<file path="config.mk">
export PLATFORM = sky130hd
export DESIGN_NAME = iir_direct_form_one_filter_top
export DESIGN_NICKNAME = d
export VERILOG_FILES = /design/src/iirdf1_pkg.sv /design/src/iirdf1_mac.sv /design/src/iir_direct_form_one_filter_top.sv
export VERILOG_INCLUDE_DIRS = /design/src /design/src/src
export SDC_FILE = /design/constraint.sdc
export NUM_CORES = 2
export LEC_CHECK = 0
export BUFFER_PORTS_ARGS = -buffer_cell sky130_fd_sc_hd__buf_4
export CAP_MARGIN = 25
export CORE_ASPECT_RATIO = 0.7
export CORE_UTILIZATION = 65
export CTS_BUF_LIST = sky130_fd_sc_hd__clkbuf_16
export DETAILED_ROUTE_END_ITERATION = 10
export PLACE_DENSITY_LB_ADDON = 0.2
export REMOVE_ABC_BUFFERS = 1
export SETUP_SLACK_MARGIN = 0.2
export SLEW_MARGIN = 20
export SYNTH_ARGS = -nofsm -noshare
export SYNTH_HDL_FRONTEND = slang
export SYNTH_SLANG_ARGS = --single-unit
</file>
<file path="constraint.sdc">
create_clock -name clk -period 25.8 [get_ports clk]
set_clock_uncertainty 0.1 [all_clocks]
set_input_delay 5.16 -clock clk [delete_from_list [all_inputs] [get_ports clk]]
set_output_delay 5.16 -clock clk [all_outputs]
set_load 0.1 [all_outputs]
</file>
<file path="src/iir_direct_form_one_filter_top_defines.svh">
// Assertion helpers shared by the filter RTL.
`ifndef IIR_DIRECT_FORM_ONE_FILTER_TOP_DEFINES_SVH
`define IIR_DIRECT_FORM_ONE_FILTER_TOP_DEFINES_SVH

// Property checked on every rising edge outside reset.
`define IIR_CHK(lbl, ck, rs, prop) \
  lbl: assert property (@(posedge ck) disable iff (rs) (prop)) \
    else $error("iir filter assertion failed");

// Condition in one cycle implies a consequence in the next.
`define IIR_CHK_NEXT(lbl, ck, rs, ante, cons) \
  `IIR_CHK(lbl, ck, rs, (ante) |=> (cons))

`endif

</file>
<file path="src/iirdf1_pkg.sv">
`default_nettype none

package iirdf1_pkg;

  // Default filter orders
  localparam int FORWARD_ORDER_DEF  = 10;
  localparam int FEEDBACK_ORDER_DEF = 10;

  // Datapath widths
  localparam int SAMPLE_W = 16;
  localparam int COEF_W   = 32;
  localparam int HIST_W   = 32;
  localparam int ACC_W    = 64;
  localparam int DIGIT_W  = 8;
  localparam int TAP_W    = 4;

  // Feedback term alignment Q.40 -> Q.24
  localparam int FB_SHIFT = 16;
  // Q.24 -> Q16.16 with round half up
  localparam int Y_SHIFT  = 8;
  localparam logic signed [ACC_W-1:0] Y_RND = 64'sd128;
  localparam logic signed [ACC_W-1:0] Y_MAX = 64'sh0000_0000_7FFF_FFFF;
  localparam logic signed [ACC_W-1:0] Y_MIN = 64'shFFFF_FFFF_8000_0000;
  // Q16.16 -> 16-bit sample with round half up
  localparam int S_SHIFT = 16;
  localparam logic signed [HIST_W:0] S_RND = 33'sd32768;
  localparam logic signed [HIST_W:0] S_MAX = 33'sd32767;
  localparam logic signed [HIST_W:0] S_MIN = -33'sd32768;

  // Request codes
  localparam logic REQ_FILTER = 1'b0;
  localparam logic REQ_COEF   = 1'b1;
  localparam logic BANK_FWD   = 1'b0;
  localparam logic BANK_FB    = 1'b1;

  typedef struct packed {
    logic                       req_type;
    logic                       coef_bank;
    logic [TAP_W-1:0]           tap_number;
    logic signed [COEF_W-1:0]   coef_word;
    logic signed [SAMPLE_W-1:0] sample_in;
  } req_t;

  typedef struct packed {
    logic signed [SAMPLE_W-1:0] sample_out;
    logic                       clipped;
  } result_t;

  // Control from the sequencer to the multiply-accumulate unit
  typedef struct packed {
    logic start;
    logic clear;
    logic feedback;
  } mac_ctl_t;

endpackage

`default_nettype wire

</file>
<file path="src/iirdf1_mac.sv">
`default_nettype none

`include "iir_direct_form_one_filter_top_defines.svh"

module iirdf1_mac (
  input  logic                                  clk,
  input  logic                                  rst,
  input  iirdf1_pkg::mac_ctl_t                  ctl,
  input  logic signed [iirdf1_pkg::COEF_W-1:0]  coef,
  input  logic signed [iirdf1_pkg::HIST_W-1:0]  operand,
  output logic                                  busy,
  output logic                                  done,
  output logic signed [iirdf1_pkg::ACC_W-1:0]   acc
);
  import iirdf1_pkg::*;

  localparam int DIGITS = COEF_W / DIGIT_W;
  localparam int CW     = $clog2(DIGITS);

  logic [COEF_W-1:0]              coef_sr;
  logic signed [HIST_W-1:0]       opnd;
  logic signed [ACC_W-1:0]        prod;
  logic [CW-1:0]                  cnt;
  logic                           acc_phase;
  logic                           feedback;
  logic signed [DIGIT_W:0]        digit;
  logic signed [DIGIT_W+HIST_W:0] part;
  logic signed [ACC_W-1:0]        prod_next;
  logic signed [ACC_W-1:0]        term;

  // One coefficient digit per cycle, most significant (signed) digit first
  always_comb begin
    if (cnt == '0) begin
      digit = {coef_sr[COEF_W-1], coef_sr[COEF_W-1 -: DIGIT_W]};
    end else begin
      digit = {1'b0, coef_sr[COEF_W-1 -: DIGIT_W]};
    end
    part = digit * opnd;
    if (cnt == '0) begin
      prod_next = ACC_W'(part);
    end else begin
      prod_next = (prod <<< DIGIT_W) + ACC_W'(part);
    end
    term = feedback ? -(prod >>> FB_SHIFT) : prod;
  end

  assign done = busy & acc_phase;

  // Digit sequencing
  always_ff @(posedge clk) begin
    if (rst) begin
      busy      <= 1'b0;
      acc_phase <= 1'b0;
      cnt       <= '0;
    end else if (ctl.start) begin
      busy      <= 1'b1;
      acc_phase <= 1'b0;
      cnt       <= '0;
    end else if (busy && !acc_phase) begin
      cnt <= cnt + 1'b1;
      if (cnt == CW'(DIGITS - 1)) begin
        acc_phase <= 1'b1;
      end
    end else if (done) begin
      busy      <= 1'b0;
      acc_phase <= 1'b0;
    end
  end

  // Operands, partial product and accumulator
  always_ff @(posedge clk) begin
    if (ctl.clear) begin
      acc <= '0;
    end else if (done) begin
      acc <= acc + term;
    end
    if (ctl.start) begin
      coef_sr  <= coef;
      opnd     <= operand;
      feedback <= ctl.feedback;
    end else if (busy && !acc_phase) begin
      prod    <= prod_next;
      coef_sr <= coef_sr << DIGIT_W;
    end
  end

  `IIR_CHK(a_start_idle, clk, rst, ctl.start |-> !busy)
  `IIR_CHK_NEXT(a_done_single, clk, rst, done, !done)

endmodule

`default_nettype wire

</file>
<file path="src/iir_direct_form_one_filter_top.sv">
// Direct-form-I IIR filter with a digit-serial multiply-accumulate unit (8-bit digits).
// Coefficient write: no result.
// Sample: each tap runs load, 4 digits, accumulate; after the last feedback tap the sum
// is saturated (ST_SAT) and rounded (ST_RND), waiting there while the output stalls.
// Requests stall until the result is loaded; the shared MAC unit serialises all taps.
// Reset (synchronous): histories, coefficients and ring position cleared to zero.
`default_nettype none

`include "iir_direct_form_one_filter_top_defines.svh"

module iir_direct_form_one_filter_top #(
  parameter int FORWARD_ORDER  = iirdf1_pkg::FORWARD_ORDER_DEF,
  parameter int FEEDBACK_ORDER = iirdf1_pkg::FEEDBACK_ORDER_DEF
) (
  input  logic                 clk,
  input  logic                 rst,
  input  logic                 req_valid,
  output logic                 req_stall,
  input  iirdf1_pkg::req_t     req,
  output logic                 result_valid,
  input  logic                 result_stall,
  output iirdf1_pkg::result_t  result
);
  import iirdf1_pkg::*;

  localparam int RING_DEPTH =
    ((FORWARD_ORDER > FEEDBACK_ORDER) ? FORWARD_ORDER : FEEDBACK_ORDER) + 1;
  localparam int RW = $clog2(RING_DEPTH);
  localparam int FW = $clog2(FORWARD_ORDER + 1);
  localparam int BW = $clog2(FEEDBACK_ORDER + 1);

  localparam logic [2:0] ST_IDLE = 3'd0;
  localparam logic [2:0] ST_FWD  = 3'd1;
  localparam logic [2:0] ST_FB   = 3'd2;
  localparam logic [2:0] ST_SAT  = 3'd3;
  localparam logic [2:0] ST_RND  = 3'd4;

  logic [2:0]                 state;
  logic signed [SAMPLE_W-1:0] x_hist [RING_DEPTH];
  logic signed [HIST_W-1:0]   y_hist [RING_DEPTH];
  logic signed [COEF_W-1:0]   b_coef [FORWARD_ORDER+1];
  logic signed [COEF_W-1:0]   a_coef [FEEDBACK_ORDER+1];
  logic [RW-1:0]              pos;
  logic [RW-1:0]              pos_next;
  logic [RW-1:0]              pos_prev;
  logic [RW-1:0]              slot;
  logic [RW-1:0]              slot_prev;
  logic [RW-1:0]              tap;
  logic                       launched;
  logic signed [HIST_W-1:0]   y_val;
  logic                       clip_y;

  logic                       accept;
  logic                       coef_we;
  logic                       sample_we;
  logic                       y_we;
  logic                       out_free;
  logic                       last_fwd;
  logic                       last_fb;

  mac_ctl_t                   ctl;
  logic signed [COEF_W-1:0]   mac_coef;
  logic signed [HIST_W-1:0]   mac_opnd;
  logic                       mac_busy;
  logic                       mac_done;
  logic signed [ACC_W-1:0]    acc;

  logic signed [ACC_W-1:0]    y_wide;
  logic signed [HIST_W-1:0]   y_sat;
  logic                       y_hit;
  logic signed [HIST_W:0]     s_wide;
  logic signed [SAMPLE_W-1:0] s_sat;
  logic                       s_hit;

  // Handshake and ring arithmetic
  always_comb begin
    req_stall = (state != ST_IDLE);
    accept    = req_valid && !req_stall;
    coef_we   = accept && (req.req_type == REQ_COEF);
    sample_we = accept && (req.req_type == REQ_FILTER);
    y_we      = (state == ST_SAT);
    out_free  = !result_valid || !result_stall;
    pos_next  = (pos == RW'(RING_DEPTH - 1)) ? '0 : pos + 1'b1;
    pos_prev  = (pos == '0) ? RW'(RING_DEPTH - 1) : pos - 1'b1;
    slot_prev = (slot == '0) ? RW'(RING_DEPTH - 1) : slot - 1'b1;
    last_fwd  = (tap == RW'(FORWARD_ORDER));
    last_fb   = (tap == RW'(FEEDBACK_ORDER));
  end

  // MAC operand selection
  always_comb begin
    ctl.start    = ((state == ST_FWD) || (state == ST_FB)) && !mac_busy && !launched;
    ctl.clear    = sample_we;
    ctl.feedback = (state == ST_FB);
    if (state == ST_FB) begin
      mac_coef = a_coef[tap[BW-1:0]];
      mac_opnd = y_hist[slot];
    end else begin
      mac_coef = b_coef[tap[FW-1:0]];
      mac_opnd = HIST_W'(x_hist[slot]);
    end
  end

  iirdf1_mac u_mac (
    .clk     (clk),
    .rst     (rst),
    .ctl     (ctl),
    .coef    (mac_coef),
    .operand (mac_opnd),
    .busy    (mac_busy),
    .done    (mac_done),
    .acc     (acc)
  );

  // Q.24 sum to saturated Q16.16, then to saturated 16-bit sample
  always_comb begin
    y_wide = (acc + Y_RND) >>> Y_SHIFT;
    y_hit  = 1'b0;
    if (y_wide > Y_MAX) begin
      y_sat = HIST_W'(Y_MAX);
      y_hit = 1'b1;
    end else if (y_wide < Y_MIN) begin
      y_sat = HIST_W'(Y_MIN);
      y_hit = 1'b1;
    end else begin
      y_sat = HIST_W'(y_wide);
    end
    s_wide = ((HIST_W+1)'(y_val) + S_RND) >>> S_SHIFT;
    s_hit  = 1'b0;
    if (s_wide > S_MAX) begin
      s_sat = SAMPLE_W'(S_MAX);
      s_hit = 1'b1;
    end else if (s_wide < S_MIN) begin
      s_sat = SAMPLE_W'(S_MIN);
      s_hit = 1'b1;
    end else begin
      s_sat = SAMPLE_W'(s_wide);
    end
  end

  // Histories and coefficient banks
  always_ff @(posedge clk) begin
    if (rst) begin
      for (int i = 0; i < RING_DEPTH; i++) begin
        x_hist[i] <= '0;
        y_hist[i] <= '0;
      end
      for (int i = 0; i <= FORWARD_ORDER; i++) begin
        b_coef[i] <= '0;
      end
      for (int i = 0; i <= FEEDBACK_ORDER; i++) begin
        a_coef[i] <= '0;
      end
    end else begin
      if (sample_we) begin
        x_hist[pos_next] <= req.sample_in;
      end
      if (y_we) begin
        y_hist[pos] <= y_sat;
      end
      for (int i = 0; i <= FORWARD_ORDER; i++) begin
        if (coef_we && (req.coef_bank == BANK_FWD) && (int'(req.tap_number) == i)) begin
          b_coef[i] <= req.coef_word;
        end
      end
      for (int i = 1; i <= FEEDBACK_ORDER; i++) begin
        if (coef_we && (req.coef_bank == BANK_FB) && (int'(req.tap_number) == i)) begin
          a_coef[i] <= req.coef_word;
        end
      end
    end
  end

  // Tap sequencer
  always_ff @(posedge clk) begin
    if (rst) begin
      state        <= ST_IDLE;
      pos          <= '0;
      launched     <= 1'b0;
      result_valid <= 1'b0;
    end else begin
      // A new result loaded in the rounding state replaces the one taken
      if (result_valid && !result_stall && (state != ST_RND)) begin
        result_valid <= 1'b0;
      end
      if (ctl.start) begin
        launched <= 1'b1;
      end
      unique case (state)
        ST_IDLE: begin
          if (sample_we) begin
            pos   <= pos_next;
            slot  <= pos_next;
            tap   <= '0;
            state <= ST_FWD;
          end
        end
        ST_FWD: begin
          if (mac_done) begin
            launched <= 1'b0;
            if (last_fwd) begin
              tap   <= RW'(1);
              slot  <= pos_prev;
              state <= ST_FB;
            end else begin
              tap  <= tap + 1'b1;
              slot <= slot_prev;
            end
          end
        end
        ST_FB: begin
          if (mac_done) begin
            launched <= 1'b0;
            if (last_fb) begin
              state <= ST_SAT;
            end else begin
              tap  <= tap + 1'b1;
              slot <= slot_prev;
            end
          end
        end
        ST_SAT: begin
          y_val  <= y_sat;
          clip_y <= y_hit;
          state  <= ST_RND;
        end
        ST_RND: begin
          if (out_free) begin
            result.sample_out <= s_sat;
            result.clipped    <= clip_y | s_hit;
            result_valid      <= 1'b1;
            state             <= ST_IDLE;
          end
        end
        default: begin
          state <= ST_IDLE;
        end
      endcase
    end
  end

  `IIR_CHK(a_pos_range, clk, rst, pos <= RW'(RING_DEPTH - 1))
  `IIR_CHK(a_fwd_tap_range, clk, rst, (state == ST_FWD) |-> (tap <= RW'(FORWARD_ORDER)))
  `IIR_CHK_NEXT(a_sat_to_rnd, clk, rst, state == ST_SAT, state == ST_RND)

endmodule

`default_nettype wire

</file>
# Yosys cells after proc, flatten, opt, wreduce, memory -nomap -nowiden
# Memories as Yosys holds them, arrays and structs flattened. A register that Yosys moved wholly into a read port is not among the register bits.
# Index checks and enable logic that the tools add are counted.
# classes
addsub,10
n_mul,1
n_lt_le_gt_ge,4
n_eq_ne,27
mux,148
bitwise,27
n_reduce_logical,61
# ops
cell,n
2-to-1 mux 32 bit,28
2-to-1 mux 64 bit,2
2-to-1 mux 1 bit,87
2-to-1 mux 4 bit,19
adder 64 x 41 -> 64 bit,1
adder 64 bit,1
"adder 64 x 9 -> 64 bit, second input constant",1
negator 48 -> 64 bit,1
"> comparator 56 x 32 -> 1 bit, second input constant",1
"< comparator 56 x 32 -> 1 bit, second input constant",1
multiplier 9 x 32 -> 41 bit,1
"== test 4 bit, second input constant",9
"adder 32 x 17 -> 33 bit, second input constant",1
2-to-1 mux 16 bit,2
OR reduction 32 bit,1
logical AND 1 bit,31
one-hot mux 4 bit (3 select lines),2
bitwise OR 1 bit,22
2-to-1 mux 3 bit,6
"!= test 2 bit, second input constant",9
"> comparator 17 x 16 -> 1 bit, second input constant",1
"< comparator 17 x 16 -> 1 bit, second input constant",1
OR reduction 16 bit,1
one-hot mux 3 bit (5 select lines),1
24 further kinds,48
# totals
reg_bits,264
ram_bits,1232
in_bits,58
out_inout_bits,19
word_cells,300
mem_count,4
# mem_list
memory,words,word_bits,rd,rd_ports_with_merged_regs,write_ports,line_no,rtl
a_coef,11,32,1,1,11,iir_direct_form_one_filter_top.sv:42,logic signed [COEF_W-1:0] a_coef [FEEDBACK_ORDER+1];
b_coef,11,32,1,1,11,iir_direct_form_one_filter_top.sv:41,logic signed [COEF_W-1:0] b_coef [FORWARD_ORDER+1];
y_hist,11,32,1,1,11,iir_direct_form_one_filter_top.sv:40,logic signed [HIST_W-1:0] y_hist [RING_DEPTH];
x_hist,11,16,1,1,11,iir_direct_form_one_filter_top.sv:39,logic signed [SAMPLE_W-1:0] x_hist [RING_DEPTH];

# Longest topological paths before layout
# depth
depth_word,10
depth_mapped,38
depth_no_buf,36

# Cells and area by module
# From an unflattened synthesis, not the netlist that was laid out.
# hier_totals
hier_cells,7478
hier_area_um2,91710.5
# modules_own_cells
mod,instances,cells_each,area_each_um2,seq_area_each_um2
iir_direct_form_one_filter_top,1,4598,66418.7,44392.6
iirdf1_mac,1,2880,25291.8,5235.0

# Least setup slack after synthesis
# No wires, ideal clock.
# synth_timing
kind,reg2reg
startpoint,reg u_mac.cnt[0]
endpoint,reg u_mac.prod[62] (data pin)
setup_time_ps,259
arrival_time_ps,8876
required_ps,25441
setup_slack_ps,16565
path_stages_with_launch,39
path_buffers,4
period_less_slack_ps,9235
cell_sequence,dfxtp_1 -> inv_1 -> ha_1 -> clkbuf_1 -> clkbuf_1 -> nand2_1 -> buf_1 -> nor2_1 -> fa_1 -> inv_1 -> fa_1 -> fa_1 -> inv_1 -> fa_1 -> ha_1 -> ha_1 -> a21o_1 -> a21o_1 -> [3 not listed] -> nand3_1 -> a31oi_1 -> o21ai_0 -> xnor2_1 -> inv_1 -> ha_1 -> clkbuf_1 -> nand4_1 -> nor2_1 -> nand3_1 -> a211oi_1 -> nor3_1 -> o21ai_0 -> a41oi_1 -> a21o_1 -> o21ai_0 -> mux2i_1 -> nand2_1
# synth_between
elab_chain_len,5
# synth_lines
item,line_no,rtl
"start, declared",iirdf1_mac.sv:23,logic [CW-1:0] cnt;
"start signal, assigned",iirdf1_mac.sv:60,cnt <= cnt + 1'b1;
logical NOT 2 bit (*),"iirdf1_mac.sv:33, iirdf1_mac.sv:39",
2-to-1 mux 9 bit,iirdf1_mac.sv:33,if (cnt == '0) begin
multiplier 9 x 32 -> 41 bit,iirdf1_mac.sv:38,part = digit * opnd;
adder 64 x 41 -> 64 bit,iirdf1_mac.sv:42,prod_next = (prod <<< DIGIT_W) + ACC_W'(part);
2-to-1 mux 64 bit (*),iirdf1_mac.sv:39,if (cnt == '0) begin
named net u_mac.prod_next[62],iirdf1_mac.sv:28,logic signed [ACC_W-1:0] prod_next;
"end signal, assigned",iirdf1_mac.sv:82,prod <= prod_next;
"end, declared",iirdf1_mac.sv:22,logic signed [ACC_W-1:0] prod;
# Mark *: on every way through the listed nets, which the timed path passes. The rest lies on a longest branch.
# A chain may end at the register's enable or synchronous reset.

# Final worst setup path
# Ends and elaborated chain as after synthesis.

==> flow_summary_export.csv <==
group,metric,value,unit
setup_path,slowest_delay,700,ps
setup_path,reg2regPathDepth,36,
floorplan,start_util,65.6,%
drt,vias_per_cell,6.68,
sta,tns,0,ps
final_layout,fin_nets,7643,
clock_tree,clockBufferDepth,3,
grt,antenna_found_initial,5,
drt,vias,60378,
setup_path,crit_path_start,"u_mac.cnt[0]",
logic_synthesis,synth_top_area_share,52.7,%
drt,highest_layer,"met5",
clock_tree,cts_sinks,1697,
floorplan,die_area,139000,µm²
final_layout,layout-area-overhead-vs-synth,8.54,%
final_layout,fillers,8975,
logic_synthesis,yosys_warnings,0,
floorplan,rows,113,
logic_synthesis,ys_async_sr_fraction,0,%
clock_tree,ctsHtreeMaxLevel,4,
clock_tree,path_clk_slew,60,ps
logic_synthesis,ys_ff_latch,1697,
drt,wl_per_cell,27.0,µm
sta,max_freq,92.0,MHz
setup_path,start_kind,"flop",
grt,grt_max_degree,160,
logic_synthesis,synth-edff-count,1564,
placement,routabilityCongestion,0.969,
grt,grt_usage,35.6,%
drt,wl_met3,35700,µm
grt,grt_first_pass_wirelength,367000,µm
floorplan,num_io_pins,77,
sta,rsz0062_at_grt,"no",
status,status,"completed",
sta,drv_slew,0,
setup_path,cp_max_fo,48,
logic_synthesis,ys.flop_type,"edfxtp_1",
setup_path,reg2reg_slack,14930,ps
sta,report.final.setup_viol,0,
logic_synthesis,synth.area.top_cells,"edfxtp_1 (53%), mux4_2 (10%), nor2_1 (5.5%)",
setup_path,cp_num_buf_inv,7,
placement,place_inst,8752,
clock_tree,cts_root_buf,"clkbuf_16",
grt,grt-ovfl-total,0,
setup_path,worstSetupPathType,"flop to flop",
clock_tree,cts_hold_buf,0,
drt,routed_wl,245000,µm
drt,wl_met1,95500,µm
final_layout,post-route-util,71.2,%
worst_hold_path,hold_path_startpoint,"u_mac.acc[6]",
floorplan,die_w,444,µm
floorplan,die_h,312,µm
logic_synthesis,synth_most_common_cell,"edfxtp_1",
run,max-cap-violations,0,
clock_tree,insertion_delay,830,ps
placement,io_buffers,76,
logic_synthesis,synth_area_per_cell,12.3,µm²
drt,drt-initial-drc-count,8795,
final_layout,final_cells,9044,
worst_hold_path,hold_class,"flop to flop",
setup_path,critPathTopFamily,"adder cells",
drt,remaining_drc_errors,0,
sta,fin_crit_sh,42.1,%
logic_synthesis,yosysUniqueCellTypes,77,
setup_path,crit_required,26270,ps
sta,worst_slew_pin_slew,1080,ps
clock_tree,postCtsSetupBuffers,0,
placement,dp_hpwl,156000,µm
logic_synthesis,ys_seq_area_share,55.7,%
clock_tree,cts_buffers,156,
setup_path,crit_path_top_delay_cell,"o21ai_0",
grt,grt_pass1_vias,58613,
drt,ant_nets,0,
setup_path,end_kind,"flop",
floorplan,core,136000,µm²
worst_hold_path,whs_path_depth,2,
sta,fin_crit,10870,ps
sta,final-hold-violation-count,0,
clock_tree,cts_tree,"yes",
setup_path,rr_startpoint,"u_mac.cnt[0]",
setup_path,critPathArrivalTime,11340,ps
logic_synthesis,yosysTopAreaCell,"edfxtp_1",
final_layout,drive_gt1_share,14.0,%
setup_path,reg2reg_to,"u_mac.prod[62]",
logic_synthesis,synthCells,7234,
logic_synthesis,syn_area,89100,µm²
clock_tree,ctsResizeCount,0,
drt,met2_wirelength,106000,µm
drt,firstDrtPassIters,8,
sta,hold_slack,360,ps
worst_hold_path,whs_endpoint,"u_mac.acc[6]",
sta,slew_headroom,27.7,%
logic_synthesis,synth_commonest_cells,"edfxtp_1 (1564), nor2_1 (1301), nand2_1 (695), clkbuf_1 (423), mux4_2 (400)",
[how the worst max path moves through the flow]
stage                     end  cells after the start
5_1_grt        u_mac.prod[62]                     36
4_1_cts        u_mac.prod[62]                     36
3_3_place_gp   u_mac.prod[62]                     36
6_report       u_mac.prod[62]                     36
2_1_floorplan  u_mac.prod[62]                     34
3_5_place_dp   u_mac.prod[62]                     36
[area by class of cell]
cell class / count / area [µm²] / share of cell area (%)
well taps: 1782 / 2230 / 2.31
flip-flops and latches: 1697 / 49700 / 51.4
clock inverters: 128 / 1080 / 1.12
multi-input cells: 4703 / 36500 / 37.8
diodes: 2 / 5.00 / 0.00518
clock buffers: 158 / 3950 / 4.09
repair buffers: 217 / 1890 / 1.95
inverters: 357 / 1350 / 1.39
[metrics by stage]
| step | worst slack [ps] | instance area (µm²) |
|---|---|---|
| floorplan | 14900 | 87300 |
| global route | 14320 | 96700 |
| CTS | 15110 | 96600 |
| global placement | 15190 | 91200 |
| detailed placement | 15070 | 91500 |
| finish | 14930 | 96700 |
[cells in the final DEF, fill, tap and decap left out, drive strengths merged, types with 133 or more instances in the layout]
master / netlist / routed
a21oi: 274 / 274
and2: 165 / 165
buf: 54 / 217
clkbuf: 423 / 158
dfxtp: 133 / 133
edfxtp: 1564 / 1564
fa: 233 / 233
ha: 220 / 220
inv: 355 / 402
mux4: 400 / 400
nand2: 695 / 695
nand3: 150 / 150
nor2: 1301 / 1301
o21ai: 298 / 298
xnor2: 159 / 159
[per-layer routing]
| metal | GRT usage (%) | up-vias |
|---|---|---|
| met5 | 0 | - |
| met4 | 9.96 | 2 |
| met3 | 9.95 | 483 |
| met2 | 51.0 | 4210 |
| met1 | 53.7 | 29992 |
| li1 | - | 25691 |
[sequential cells by signal, indices dropped and copies added, names as in the netlist, named ones only]
name	flops
u_mac.acc_phase	1
u_mac.feedback	1
pos	4
launched	1
u_mac.opnd	32
u_mac.cnt	2
y_hist	512
u_mac.acc	64
u_mac.prod	64
u_mac.coef_sr	32
a_coef	320
state	3
slot	4
b_coef	352
x_hist	256
u_mac.busy	1
clip_y	1
result	17
y_val	17
tap	4
result_valid	1
[kinds of logic after synthesis]
| logic type | Yosys count | share of synthesized area, % |
|---|---|---|
| AND/OR/NAND/NOR | 2620 | 12.7 |
| flip-flops | 1697 | 55.7 |
| AO/OA/AOI/OAI | 885 | 5.97 |
| buffers and inverters | 834 | 3.53 |
| multiplexers | 495 | 11.3 |
| adder cells (fa/ha/maj) | 453 | 8.33 |
| XOR/XNOR | 250 | 2.46 |
[tightest hold or removal path: stages, from the launching register on]
cell and delay [ps]:
dfxtp_1 310, nand2_1 50, a21oi_1 50
Power is left out: the tool's default activity adds up to more than one toggle a clock period on the data nets, which glitch-free logic cannot reach.
